[config.mk]
export PLATFORM = sky130hd
export DESIGN_NAME = midpoint_line_rasterizer
export DESIGN_NICKNAME = d
export VERILOG_FILES = /design/src/rtl/core/mlr_pkg.sv /design/src/rtl/core/mlr_ctrl.sv /design/src/rtl/core/mlr_datapath.sv /design/src/rtl/core/midpoint_line_rasterizer.sv
export VERILOG_INCLUDE_DIRS = /design/src /design/src/rtl/core
export SDC_FILE = /design/constraint.sdc
export NUM_CORES = 1
export LEC_CHECK = 0
export BUFFER_PORTS_ARGS = -buffer_cell sky130_fd_sc_hd__buf_2
export CORE_UTILIZATION = 46
export DETAILED_ROUTE_END_ITERATION = 6
export PLACE_DENSITY_LB_ADDON = 0.25
export SETUP_SLACK_MARGIN = 0.05
export SYNTH_ARGS = -nofsm -noshare
export SYNTH_HDL_FRONTEND = slang
export SYNTH_HIERARCHICAL = 1
export SYNTH_SLANG_ARGS = --single-unit
[constraint.sdc]
create_clock -name clk -period 8.1 [get_ports clk]
set_input_delay 2.43 -clock clk [delete_from_list [all_inputs] [get_ports clk]]
set_output_delay 2.43 -clock clk [all_outputs]
set_load 0.02 [all_outputs]
[src/rtl/core/midpoint_line_rasterizer_assert.svh]
// Assertion macros used by the line rasterizer datapath.
`ifndef MIDPOINT_LINE_RASTERIZER_ASSERT_SVH
`define MIDPOINT_LINE_RASTERIZER_ASSERT_SVH

// Same-cycle implication, sampled on clk and disabled while rst is high.
`define MLR_ASSERT_IMP(lbl, ante, cons) \
  lbl: assert property (@(posedge clk) disable iff (rst) (ante) |-> (cons)) \
    else $error("same-cycle implication failed");

// Next-cycle implication, sampled on clk and disabled while rst is high.
`define MLR_ASSERT_NXT(lbl, ante, cons) \
  lbl: assert property (@(posedge clk) disable iff (rst) (ante) |=> (cons)) \
    else $error("next-cycle implication failed");

`endif

[src/rtl/core/mlr_pkg.sv]
// Shared types and slope class codes of the line rasterizer.
package mlr_pkg;

  typedef logic [2:0] slope_class_t;

  localparam slope_class_t CLS_NONE         = 3'd0;
  localparam slope_class_t CLS_VERT         = 3'd1;
  localparam slope_class_t CLS_STEEP_UP     = 3'd2;
  localparam slope_class_t CLS_SHALLOW_RISE = 3'd3;
  localparam slope_class_t CLS_SHALLOW_FALL = 3'd4;
  localparam slope_class_t CLS_STEEP_FALL   = 3'd5;

  // Commands from the controller to the datapath.
  typedef struct packed {
    logic load;
    logic step;
  } mlr_cmd_t;

  // Status from the datapath to the controller.
  typedef struct packed {
    logic steps_zero;
    logic last_step;
    logic out_free;
  } mlr_status_t;

endpackage

[src/rtl/core/mlr_ctrl.sv]
// Controller state machine of the line rasterizer.
module mlr_ctrl (
  input  logic                clk,
  input  logic                rst,
  input  logic                s_tvalid,
  output logic                s_tready,
  input  mlr_pkg::mlr_status_t status,
  output mlr_pkg::mlr_cmd_t    cmd
);

  localparam logic ST_IDLE = 1'b0;
  localparam logic ST_RUN  = 1'b1;

  logic state;
  logic state_next;

  assign s_tready = (state == ST_IDLE);

  always_comb begin
    state_next = state;
    cmd.load   = 1'b0;
    cmd.step   = 1'b0;
    unique case (state)
      ST_IDLE: begin
        if (s_tvalid) begin
          cmd.load   = 1'b1;
          state_next = ST_RUN;
        end
      end
      ST_RUN: begin
        if (status.steps_zero) begin
          state_next = ST_IDLE;
        end else if (status.out_free) begin
          cmd.step = 1'b1;
          if (status.last_step) begin
            state_next = ST_IDLE;
          end
        end
      end
      default: state_next = ST_IDLE;
    endcase
  end

  always_ff @(posedge clk) begin
    if (rst) begin
      state <= ST_IDLE;
    end else begin
      state <= state_next;
    end
  end

endmodule

[src/rtl/core/mlr_datapath.sv]
// Datapath of the line rasterizer: segment setup, walk registers and output register.
`include "midpoint_line_rasterizer_assert.svh"

module mlr_datapath #(
  parameter int COORD_BITS = 6,
  localparam int IN_W = ((4 * COORD_BITS + 7) / 8) * 8,
  localparam int OUT_W = ((2 * COORD_BITS + 7) / 8) * 8
) (
  input  logic                 clk,
  input  logic                 rst,
  input  mlr_pkg::mlr_cmd_t    cmd,
  output mlr_pkg::mlr_status_t status,
  input  logic [IN_W-1:0]      s_tdata,
  output logic                 m_tvalid,
  input  logic                 m_tready,
  output logic [OUT_W-1:0]     m_tdata,
  output logic                 m_tlast
);

  localparam int CB  = COORD_BITS;
  localparam int D_W = COORD_BITS + 3;

  logic [CB-1:0] ax, ay, bx, by;
  logic [CB-1:0] sx, sy, ex, ey;
  logic          swap;
  logic signed [CB:0] dx_s;
  logic          dx_neg, dx_zero;
  logic [CB-1:0] adx, dy;
  logic signed [D_W-1:0] adx_w, dy_w;

  mlr_pkg::slope_class_t cls0;
  logic [CB-1:0]         x0, y0, n0;
  logic signed [D_W-1:0] d0;

  // Walk state.
  mlr_pkg::slope_class_t slope_class;
  logic [CB-1:0]         cur_x, cur_y, steps_left;
  logic signed [D_W-1:0] decision, two_adx, two_dy;
  logic [CB-1:0]         cur_x_next, cur_y_next;
  logic signed [D_W-1:0] decision_next;

  // Output register.
  logic [CB-1:0] out_x, out_y;
  logic          out_last;

  assign ax = s_tdata[CB-1:0];
  assign ay = s_tdata[2*CB-1:CB];
  assign bx = s_tdata[3*CB-1:2*CB];
  assign by = s_tdata[4*CB-1:3*CB];

  // Order the endpoints by y; the first endpoint wins a tie.
  assign swap = (ay > by);
  assign sx   = swap ? bx : ax;
  assign sy   = swap ? by : ay;
  assign ex   = swap ? ax : bx;
  assign ey   = swap ? ay : by;

  assign dx_s    = $signed({1'b0, ex}) - $signed({1'b0, sx});
  assign dx_neg  = dx_s[CB];
  assign dx_zero = (dx_s == '0);
  assign adx     = dx_neg ? CB'(-dx_s) : dx_s[CB-1:0];
  assign dy      = ey - sy;
  assign adx_w   = $signed(D_W'(adx));
  assign dy_w    = $signed(D_W'(dy));

  always_comb begin
    cls0 = mlr_pkg::CLS_NONE;
    x0   = sx;
    y0   = sy;
    d0   = '0;
    n0   = dy;
    priority if (dx_zero) begin
      cls0 = (dy == '0) ? mlr_pkg::CLS_NONE : mlr_pkg::CLS_VERT;
    end else if (!dx_neg && (dy > adx)) begin
      cls0 = mlr_pkg::CLS_STEEP_UP;
      d0   = (adx_w <<< 1) - dy_w;
    end else if (!dx_neg || (dy == '0)) begin
      // A horizontal segment given right to left starts at its left end.
      cls0 = mlr_pkg::CLS_SHALLOW_RISE;
      x0   = dx_neg ? ex : sx;
      y0   = dx_neg ? ey : sy;
      d0   = adx_w - (dy_w <<< 1);
      n0   = adx;
    end else if (dy <= adx) begin
      cls0 = mlr_pkg::CLS_SHALLOW_FALL;
      x0   = ex;
      y0   = ey;
      d0   = (dy_w <<< 1) - adx_w;
      n0   = adx;
    end else begin
      cls0 = mlr_pkg::CLS_STEEP_FALL;
      x0   = ex;
      y0   = ey;
      d0   = dy_w - (adx_w <<< 1);
    end
  end

  // One midpoint step of the current class.
  always_comb begin
    cur_x_next    = cur_x;
    cur_y_next    = cur_y;
    decision_next = decision;
    unique case (slope_class)
      mlr_pkg::CLS_VERT: begin
        cur_y_next = cur_y + 1'b1;
      end
      mlr_pkg::CLS_STEEP_UP: begin
        cur_y_next = cur_y + 1'b1;
        if (decision >= 0) begin
          cur_x_next    = cur_x + 1'b1;
          decision_next = decision + two_adx - two_dy;
        end else begin
          decision_next = decision + two_adx;
        end
      end
      mlr_pkg::CLS_SHALLOW_RISE: begin
        cur_x_next = cur_x + 1'b1;
        if (decision < 0) begin
          cur_y_next    = cur_y + 1'b1;
          decision_next = decision + two_adx - two_dy;
        end else begin
          decision_next = decision - two_dy;
        end
      end
      mlr_pkg::CLS_SHALLOW_FALL: begin
        cur_x_next = cur_x + 1'b1;
        if (decision > 0) begin
          cur_y_next    = cur_y - 1'b1;
          decision_next = decision - two_adx + two_dy;
        end else begin
          decision_next = decision + two_dy;
        end
      end
      mlr_pkg::CLS_STEEP_FALL: begin
        cur_y_next = cur_y - 1'b1;
        if (decision < 0) begin
          cur_x_next    = cur_x + 1'b1;
          decision_next = decision + two_dy - two_adx;
        end else begin
          decision_next = decision - two_adx;
        end
      end
      default: begin
      end
    endcase
  end

  always_ff @(posedge clk) begin
    if (rst) begin
      steps_left  <= '0;
      slope_class <= mlr_pkg::CLS_NONE;
    end else if (cmd.load) begin
      steps_left  <= n0;
      slope_class <= cls0;
    end else if (cmd.step) begin
      steps_left  <= steps_left - 1'b1;
    end
  end

  always_ff @(posedge clk) begin
    if (cmd.load) begin
      cur_x    <= x0;
      cur_y    <= y0;
      decision <= d0;
      two_adx  <= adx_w <<< 1;
      two_dy   <= dy_w <<< 1;
    end else if (cmd.step) begin
      cur_x    <= cur_x_next;
      cur_y    <= cur_y_next;
      decision <= decision_next;
    end
  end

  always_ff @(posedge clk) begin
    if (rst) begin
      m_tvalid <= 1'b0;
    end else if (cmd.step) begin
      m_tvalid <= 1'b1;
    end else if (m_tready) begin
      m_tvalid <= 1'b0;
    end
  end

  always_ff @(posedge clk) begin
    if (cmd.step) begin
      out_x    <= cur_x;
      out_y    <= cur_y;
      out_last <= (steps_left == CB'(1));
    end
  end

  assign m_tdata = OUT_W'({out_y, out_x});
  assign m_tlast = out_last;

  assign status.steps_zero = (steps_left == '0);
  assign status.last_step  = (steps_left == CB'(1));
  assign status.out_free   = !m_tvalid || m_tready;

  `MLR_ASSERT_IMP(a_no_overwrite, m_tvalid && !m_tready, !cmd.step)
  `MLR_ASSERT_IMP(a_no_step_when_done, cmd.step, steps_left != '0)
  `MLR_ASSERT_NXT(a_step_counts_down, cmd.step, steps_left == $past(steps_left) - 1'b1)

endmodule

[src/rtl/core/midpoint_line_rasterizer.sv]
// A taken request loads the walk registers; each step then registers a pixel at the output.
// The input is not ready again until the segment is fully walked; output stalls extend it.
// One pixel per cycle leaves the single shared midpoint step unit unless output stalls.
// A segment with both endpoints equal yields no pixel; the walk ends without a step.
// Reset (rst, synchronous, active high) empties the output register and idles the walk.
// Top level of the midpoint line rasterizer.
module midpoint_line_rasterizer #(
  parameter int COORD_BITS = 6,
  localparam int IN_W = ((4 * COORD_BITS + 7) / 8) * 8,
  localparam int OUT_W = ((2 * COORD_BITS + 7) / 8) * 8
) (
  input  logic             clk,
  input  logic             rst,
  // Segment requests.
  input  logic             s_tvalid,
  output logic             s_tready,
  input  logic [IN_W-1:0]  s_tdata,  // x_start, y_start, x_end, y_end, zero fill
  // Pixel results.
  output logic             m_tvalid,
  input  logic             m_tready,
  output logic [OUT_W-1:0] m_tdata,  // pixel_x, pixel_y, zero fill
  output logic             m_tlast   // last_pixel
);

  // The controller only sequences: it takes a request while the walk is idle,
  // then issues one step per cycle whenever the output register can accept a
  // pixel. The datapath computes the slope class and the scaled decision
  // variable at load time and walks one pixel per step. The output register
  // separates the walk from the consumer, so a new segment request can be
  // taken while the final pixel of the previous one still waits downstream.

  mlr_pkg::mlr_cmd_t    cmd;
  mlr_pkg::mlr_status_t status;

  mlr_ctrl u_ctrl (
    .clk      (clk),
    .rst      (rst),
    .s_tvalid (s_tvalid),
    .s_tready (s_tready),
    .status   (status),
    .cmd      (cmd)
  );

  mlr_datapath #(
    .COORD_BITS (COORD_BITS)
  ) u_datapath (
    .clk      (clk),
    .rst      (rst),
    .cmd      (cmd),
    .status   (status),
    .s_tdata  (s_tdata),
    .m_tvalid (m_tvalid),
    .m_tready (m_tready),
    .m_tdata  (m_tdata),
    .m_tlast  (m_tlast)
  );

endmodule
==> qor.txt, run 1 <==
R2r startpoint = u_datapath/decision[1]
Max-slew violation count = 0
Vias per cell = 5.78
Relative slew slack = 33.3%
Pre-antenna DRT Iters = 7
Rows = 45
Synth Area in Simple Gates = 16.6%
Flop pwr share = 15.3%
Yosys warns = 6
Net Sw Frac = 48.5%
Residual DRC = 0
Num ports = 47
R2R Path End = u_datapath/decision[8]
Number of synthesized flops with an enable pin = 46
Input/output buffers = 42
CTS tree = done
Largest family of logic cells by synthesized area = compound AO/OA/AOI/OAI gates
Vias post-DR = 6479
Largest net degree at the start of global routing = 47
Netlist cell types = 84
Status = finished clean
CTS sink count = 57
Clock skew = 8.65 ps
Clock power share = 12.3%
Lkg Pwr = 3.47 nW
Cts bufs inserted = 9
Commonest non-fill, non-tap cells in the layout = ha_1, a21oi_1, nor2_1
Req. time, crit path = 8150 ps
Initial DRC Count = 534
Ant diodes = 0
Cell area after synthesis = 7240 µm²
Hold buffer count at CTS = 0
Worst hold start = u_datapath/cur_y[2]
WL final = 19700 µm
Commonest non-fill, non-tap cell in the layout = ha_1
Setup CP Type = input port to flop
Final total power = 3.59 mW
Die width = 127 µm
Setup TNS = 0 ps
Worst Max-Slew Pin Slew = 990 ps
Core area = 15300 µm²
Worst VDD drop = 0.000146 V
Post-cts sizing count = 0
Xor/xnor share of the synthesized area = 8.97%
Hold depth = 0
Fmax = 133 MHz
Fin crit share = 92.9%
Non-Filler Instances = 1121
Grt ovf = 0
Complex-gate fraction of the synthesized area = 25.4%
Crit path capture type = flop
Placed Cells = 1105
HPWL Detailed = 15600 µm
Sequential share of the synthesized area = 22.1%
Total GRT Usage = 24.9%
Critical Path Fanout Max = 10
Gate power share = 72.4%
RSZ-0062 raised after global routing = no
Max_cap viols = 0
Global placer's final weighted congestion = 0.940
H-tree Lvls = 3
HP Class = flop to flop
Hold Path End = u_datapath/out_y[2]
Die height = 127 µm
DIE AREA = 16200 µm²
Psw = 1.74 mW
P_int = 1.85 mW
Post-Synthesis Cells = 865
Worst Reg-to-Reg Cells = 16
Synthesis-to-layout area growth = 11.1%
Vias in the first global route = 6091
Max clock buf depth = 2
Seq cells post-synth = 57
Final hold slack = 461 ps
Setup bufs post-CTS = 0
Clock latency on the worst-skew pair = 330 ps
Initial Utilization = 47.4%
Initial antenna violation count = 0
Final Critical Period = 7530 ps
Final net count = 1027
CTS root buf = clkbuf_16
Synth async-reset ratio = 0%
First-pass GRT wire length = 31900 µm
Pwr/cell area = 446 nW/µm²
Startpoint types = input port
Layout cells sized above 1 = 11.5%
Antenna-violating nets left = 0
# setup viols final = 0
Wire length per cell = 17.5 µm
Endpoints failing hold = 0
Filler cells = 1439
Post-synthesis mux area share = 2.80%
Ys flop type = edfxtp_1
Worst EP arrival = 7580 ps
Synth Area in Adders = 18.1%
Mapped Avg Cell Area = 8.37 µm²
Setup slack, reg-to-reg = 4140 ps
Clock transition at path regs = 50 ps
## worst max-delay path, stage by stage
cell	delay, ps
buf_2	80
inv_1	60
ha_1	460
and4_4	300
o21ai_1	150
a21oi_4	270
a21oi_1	110
ha_1	210
a221oi_2	250
a31oi_1	130
a211oi_1	390
or2_2	310
and2_1	180
xor2_1	240
inv_1	140
ha_1	320
a21oi_1	60
nor2b_1	150
o22a_1	300
o211ai_1	180
buf_4	210
and2_1	240
a32oi_1	290
o21ai_0	130
## cell usage after synthesis (7+ instances only)
cell      count  area [µm²]
ha_1         82        1030
a21oi_1      77         385
nor2_1       74         278
inv_1        70         263
nand2_1      57         214
edfxtp_1     46        1380
xnor2_1      44         385
o21ai_0      39         195
xor2_1       27         236
a21o_1       25         188
nand2b_1     23         144
nor2b_1      21         131
clkbuf_1     20        75.1
nand3_1      19        95.1
o211ai_1     19         143
mux2i_1      18         180
o21bai_1     13        97.6
fa_1         12         240
nor3_1       12        60.1
a31oi_1      11        68.8
dfxtp_1      11         220
a221oi_1      8        70.1
a211oi_1      7        52.6
and2_1        7        43.8
buf_4         7        52.6
o21a_1        7        52.6
o22ai_1       7        43.8
## sequential cells by signal, summed over array words and instances (netlist names)
register / count
u_datapath/decision: 9
u_datapath/cur_x: 6
u_datapath/cur_y: 6
u_datapath/out_x: 6
u_datapath/out_y: 6
u_datapath/steps_left: 6
u_datapath/two_adx: 6
u_datapath/two_dy: 6
u_datapath/slope_class: 3
u_ctrl/state: 1
u_datapath/m_tlast: 1
u_datapath/m_tvalid: 1
## cell families after synthesis
| kind of cell | Yosys count |
|---|---|
| xor gates and xnor gates | 72 |
| adders and majority gates | 98 |
| DFF | 57 |
| and+or+nand+nor | 245 |
| AOI/OAI and AO/OA | 268 |
| buffers and inverters | 104 |
| other | 1 |
| muxes | 20 |
## metal layers
metal	vias up	wire length (µm)	global-route usage [%]
li1	3208	-	-
met1	3109	9890	35.8
met2	147	8690	39.6
met3	15	887	3.60
met4	0	180	5.11
met5	-	0	0
## power groups by stage
stage / sequential [mW] / clock [mW] / combinational (mW)
after floorplan: 0.525 / 0 / 2.00
after global placement: 0.552 / 0 / 2.53
after detailed placement: 0.553 / 0 / 2.55
after CTS: 0.548 / 0.449 / 2.57
after global routing: 0.561 / 0.459 / 2.90
final: 0.549 / 0.443 / 2.60
## stage by stage
stage,worst slack [ps],area [µm²],utilization [%]
after CTS,614,8040,52.7
after global routing,160,8040,52.7
after global placement,413,7690,50.4
after detailed placement,282,7690,50.4
after floorplan,674,7250,-
final,574,8040,52.7
## worst max-delay path by stage
stage	from	to	slack (ps)	cells past startpoint
floorplan	s_tdata[22]	u_datapath/decision[5]	670	27
global placement	s_tdata[20]	u_datapath/decision[6]	410	23
detailed placement	s_tdata[20]	u_datapath/decision[8]	280	24
CTS	s_tdata[20]	u_datapath/decision[8]	610	24
global route	s_tdata[19]	u_datapath/decision[7]	160	24
finish	s_tdata[20]	u_datapath/decision[8]	570	24
## area by class of cell
| class | count | area (µm²) | share of cell area (%) |
|---|---|---|---|
| multi-input combinational | 707 | 5230 | 65.0 |
| clock inverter | 7 | 125 | 1.56 |
| clock buffer | 9 | 225 | 2.80 |
| sequential | 57 | 1600 | 19.9 |
| inverter | 72 | 270 | 3.36 |
| timing repair buffer | 58 | 330 | 4.11 |
| tap | 211 | 264 | 3.28 |
Power figures use the tool's default switching activity.
==> inputs of run 2 (changes only) <==
clock period = 6.95 ns   (was 8.1 ns; I/O delays follow)
==> run 2 against run 1 <==
Effect of this change: non-clock buffer count grew 15; routed wire length is the same; worst hold slack lost 2.8 ps; cell area grew 0.98%; largest power group unchanged; critical path depth grew 2.
==> qor.txt, run 2 (same netlist as run 1, synthesis figures left out) <==
Rows = 45 (unchanged)
Status = finished clean (unchanged)
Pwr/cell area = 510 nW/µm² (was 446 nW/µm²)
Layout cells sized above 1 = 13.6% (was 11.5%)
Initial antenna violation count = 0 (unchanged)
Endpoints failing hold = 0 (unchanged)
Vias in the first global route = 6022 (was 6091)
First-pass GRT wire length = 32000 µm (was 31900 µm)
CP max stage cell = maj3_1 (was ha_1)
Relative slew slack = 40.3% (was 33.3%)
Max FFs per register = 9 (unchanged)
Max_cap viols = 0 (unchanged)
Final Critical Period = 6580 ps
CTS sink count = 57 (unchanged)
Largest net degree at the start of global routing = 47 (unchanged)
Initial DRC Count = 494 (was 534)
Req. time, crit path = 7010 ps (was 8150 ps)
Clock transition at path regs = 50 ps (about the same)
Biggest register = u_datapath/decision (unchanged)
CTS tree = done (unchanged)
Filler cells = 1469 (was 1439)
# setup viols final = 0 (unchanged)
Max clock buf depth = 2 (unchanged)
Final net count = 1042 (was 1027)
Lkg Pwr = 3.51 nW (was 3.47 nW)
Fin crit share = 94.6%
Num ports = 47 (unchanged)
Total GRT Usage = 24.9% (about the same)
Synthesis-to-layout area growth = 12.2% (was 11.1%)
Vias post-DR = 6577 (was 6479)
Core area = 15300 µm² (unchanged)
Clock skew = 5.99 ps (was 8.65 ps)
Setup TNS = 0 ps (unchanged)
RSZ-0062 raised after global routing = no (unchanged)
Hold depth = 0 (unchanged)
Worst Max-Slew Pin Slew = 887 ps (was 990 ps)
Fmax = 152 MHz
Worst Reg-to-Reg Cells = 16 (unchanged)
Startpoint types = input port (unchanged)
DIE AREA = 16200 µm² (unchanged)
Commonest non-fill, non-tap cells in the layout = ha_1, nor2_1, a21oi_1 (was ha_1, a21oi_1, nor2_1)
CTS root buf = clkbuf_16 (unchanged)
Antenna-violating nets left = 0 (unchanged)
Cts bufs inserted = 9 (unchanged)
Residual DRC = 0 (unchanged)
Input/output buffers = 42 (unchanged)
Die width = 127 µm (unchanged)
Grt ovf = 0 (unchanged)
Pre-antenna DRT Iters = 5 (was 7)
Worst VDD drop = 0.000173 V (was 0.000146 V)
Crit path capture type = flop (unchanged)
Final total power = 4.14 mW (was 3.59 mW)
WL final = 19700 µm (unchanged)
Crit-path max cell delay = 380 ps (was 460 ps)
Ant diodes = 0 (unchanged)
H-tree Lvls = 3 (unchanged)
Final hold slack = 458 ps (was 461 ps)
Die height = 127 µm (unchanged)
Commonest non-fill, non-tap cell in the layout = ha_1 (unchanged)
Hold buffer count at CTS = 0 (unchanged)
Clock latency on the worst-skew pair = 320 ps (was 330 ps)
Global placer's final weighted congestion = 0.940 (about the same)
Final Cell Area = 8120 µm² (was 8040 µm²)
Worst EP arrival = 6640 ps (was 7580 ps)
Vias per cell = 5.79 (was 5.78)
Critical Path Fanout Max = 8 (was 10)
Initial Utilization = 47.4% (unchanged)
HP Class = flop to flop (unchanged)
Max-slew violation count = 0 (unchanged)
HPWL Detailed = 15500 µm (was 15600 µm)
Wire length per cell = 17.3 µm (was 17.5 µm)
Setup CP Type = input port to flop (unchanged)
Placed Area = 7800 µm² (was 7690 µm²)
run 2: cell count changes in the layout (fill, tap and decap cells not counted), sizes merged:
cell	change
buf	+15
clkinvlp	+3
bufinv	-2
inv	-2
clkinv	+1
run 2: area by class of cell:
class                   count  area (µm²)  share of cell area [%]
clock buffers               9         225                    2.77
clock inverters             7        71.3                   0.878
inverters                  72         270                    3.33
multi-input cells         707        5250                    64.6
flip-flops and latches     57        1600                    19.7
well taps                 211         264                    3.25
repair buffers             73         443                    5.45
run 2: final timing paths:
check                          from                endpoint  slack [ps]
max reg2reg  u_datapath/decision[1]  u_datapath/decision[8]        3050
max                     s_tdata[22]  u_datapath/decision[1]         370
min             u_datapath/cur_y[2]     u_datapath/out_y[2]         460
min reg2reg     u_datapath/cur_y[2]     u_datapath/out_y[2]         460
run 2: power breakdown:
group,internal [mW],total [mW],switching [mW]
Combinational,1.32,3.08,1.76
Clock,0.276,0.427,0.151
Sequential,0.520,0.638,0.118
Total,2.11,4.14,2.03
run 2: through the flow:
stage	worst slack (ps)	instances	utilization (%)
final	373	1136	53.2
after global routing	119	1136	53.2
after CTS	383	1135	53.1
after detailed placement	65.1	1119	51.1
after global placement	201	1119	51.1
after floorplan	65.7	868	-
run 2: worst max-delay path, delay by kind of cell:
family                   cells  cell delay [ps]
XOR/XNOR                     1              180
AND/OR/NAND/NOR              5              820
AO/OA/AOI/OAI               11             1740
adder cells (fa/ha/maj)      4             1210
buffers and inverters        5              590
run 2: per-layer routing:
layer	vias to the layer above	wire [µm]	track usage, %
met5	-	0	0
met2	207	8630	38.8
li1	3244	-	-
met1	3110	9790	37.3
met3	16	1070	2.39
met4	0	170	4.69
run 2: what timing repair did:
action,CTS,global route
gates resized for setup,0,5
setup endpoints to repair,0,4
setup buffers,0,1
==> inputs of run 3 (changes only) <==
CORE_UTILIZATION = 40   (was 46)
SKIP_CTS_REPAIR_TIMING = 1   (was not set)
clock period = 5.32 ns   (was 6.95 ns; I/O delays follow)
==> run 3 against run 2 <==
Effect of this change: the run now ends with setup timing left; largest cell class unchanged; clock skew up 7.7 ps; cell count up 12%; total power grew 45%; cell area is 18% higher; register-to-register slack worse by 1700 ps; non-clock buffer count is 124 higher; clock power rose by 34%; routed wire length grew 7.5%; sequential power grew 30%; worst hold slack worse by 5.2 ps; sequential share of layout area fell by 3.0 points.
==> qor.txt, run 3 (same netlist as run 1, synthesis figures left out) <==
Kind of cell adding the most delay to the critical path = compound AO/OA/AOI/OAI gates (unchanged)
Rows = 48 (was 45)
Max_cap viols = 0 (unchanged)
Post-layout util = 54.8% (was 53.2%)
Die width = 137 µm (was 127 µm)
Synthesis-to-layout area growth = 32.3% (was 12.2%)
Final setup margin = -227 ps (was 373 ps)
Worst EP arrival = 5690 ps (was 6640 ps)
Req. time, crit path = 5470 ps (was 7010 ps)
Clock latency on the worst-skew pair = 330 ps (was 320 ps)
Initial antenna violation count = 0 (unchanged)
Residual DRC = 0 (unchanged)
Num ports = 47 (unchanged)
Status = finished with violations (was finished clean)
Vias in the first global route = 6848 (was 6022)
Lkg Pwr = 4.21 nW (was 3.51 nW)
Commonest non-fill, non-tap cells in the layout = buf_4, ha_1, nor2_1 (was ha_1, nor2_1, a21oi_1)
Wire length per cell = 16.6 µm (was 17.3 µm)
Antenna-violating nets left = 0 (unchanged)
Largest net degree at the start of global routing = 46 (was 47)
Failing checks = setup timing
Crit-path max cell delay = 330 ps (was 380 ps)
Pwr/cell area = 626 nW/µm² (was 510 nW/µm²)
HP Class = flop to flop (unchanged)
Max-slew violation count = 0 (unchanged)
Endpoints failing hold = 0 (unchanged)
CTS tree = done (unchanged)
Grt ovf = 0 (unchanged)
Vias per cell = 5.44 (was 5.79)
CP max stage cell = a311o_1 (was maj3_1)
Worst VDD drop = 0.000456 V (was 0.000173 V)
Commonest non-fill, non-tap cell in the layout = buf_4 (was ha_1)
Final total power = 5.99 mW (was 4.14 mW)
Pre-antenna DRT Iters = 4 (was 5)
Clock transition at path regs = 60 ps (was 50 ps)
Max FFs per register = 9 (unchanged)
Final net count = 1166 (was 1042)
Crit path capture type = flop (unchanged)
Worst Max-Slew Pin Slew = 888 ps (was 887 ps)
DIE AREA = 18600 µm² (was 16200 µm²)
CTS sink count = 57 (unchanged)
Die height = 137 µm (was 127 µm)
Startpoint types = input port (unchanged)
Setup TNS = -2130 ps (was 0 ps)
Vias post-DR = 6927 (was 6577)
Ant diodes = 0 (unchanged)
Max clock buf depth = 2 (unchanged)
Global placer's final weighted congestion = 0.926 (was 0.940)
Biggest register = u_datapath/decision (unchanged)
Layout cells sized above 1 = 29.2% (was 13.6%)
Setup CP Type = input port to flop (unchanged)
Non-Filler Instances = 1274 (was 1136)
HPWL Detailed = 16700 µm (was 15500 µm)
First-pass GRT wire length = 33800 µm (was 32000 µm)
Fmax = 180 MHz
Final hold slack = 453 ps (was 458 ps)
Fin crit share = 104%
Core area = 17500 µm² (was 15300 µm²)
Filler cells = 1588 (was 1469)
Initial Utilization = 41.4% (was 47.4%)
Final Critical Period = 5550 ps
Critical Path Fanout Max = 5 (was 8)
RSZ-0062 raised after global routing = yes (was no)
Buf/Inv on CP = 2 (was 5)
Input/output buffers = 42 (unchanged)
Cts bufs inserted = 9 (unchanged)
CTS root buf = clkbuf_16 (unchanged)
Clock skew = 13.6 ps (was 5.99 ps)
Initial DRC Count = 324 (was 494)
WL final = 21100 µm (was 19700 µm)
Total GRT Usage = 23.3% (was 24.9%)
Placed Cells = 1242 (was 1119)
Relative slew slack = 40.2% (was 40.3%)
# setup viols final = 15 (was 0)
H-tree Lvls = 3 (unchanged)
run 3: area by class of cell:
| cell class | count | area [µm²] | share of cell area [%] |
|---|---|---|---|
| clock buffers | 9 | 225 | 2.35 |
| clock inverters | 7 | 77.6 | 0.810 |
| well taps | 225 | 282 | 2.94 |
| multi-input cells | 707 | 5630 | 58.8 |
| repair buffers | 197 | 1470 | 15.3 |
| flip-flops and latches | 57 | 1600 | 16.7 |
| inverters | 72 | 293 | 3.06 |
run 3: metal layers:
layer | vias to the layer above | wire length, µm | track usage [%]
met4 | 0 | 458 | 7.41
met5 | - | 0 | 0
li1 | 3491 | - | -
met1 | 3245 | 10200 | 31.4
met3 | 38 | 739 | 2.56
met2 | 153 | 9720 | 38.9
run 3: power breakdown:
group	internal [mW]	total, mW	switching (mW)
clock	0.366	0.572	0.206
combinational	2.15	4.59	2.44
sequential	0.679	0.831	0.151
run 3: worst paths after layout:
check | start | endpoint | slack, ps | cells past startpoint
hold / removal | u_datapath/cur_y[2] | u_datapath/out_y[2] | 450 | 0
setup reg to reg | u_datapath/decision[1] | u_datapath/decision[8] | 1400 | 16
setup / recovery | s_tdata[23] | u_datapath/decision[6] | -230 | 26
hold reg to reg | u_datapath/cur_y[2] | u_datapath/out_y[2] | 450 | 0
run 3: metrics by stage:
stage               instance area (µm²)  worst slack (ps)
global placement                   8890              -578
CTS                                9190              -383
detailed placement                 8890              -691
floorplan                          7520              -553
global route                       9570              -513
finish                             9570              -227
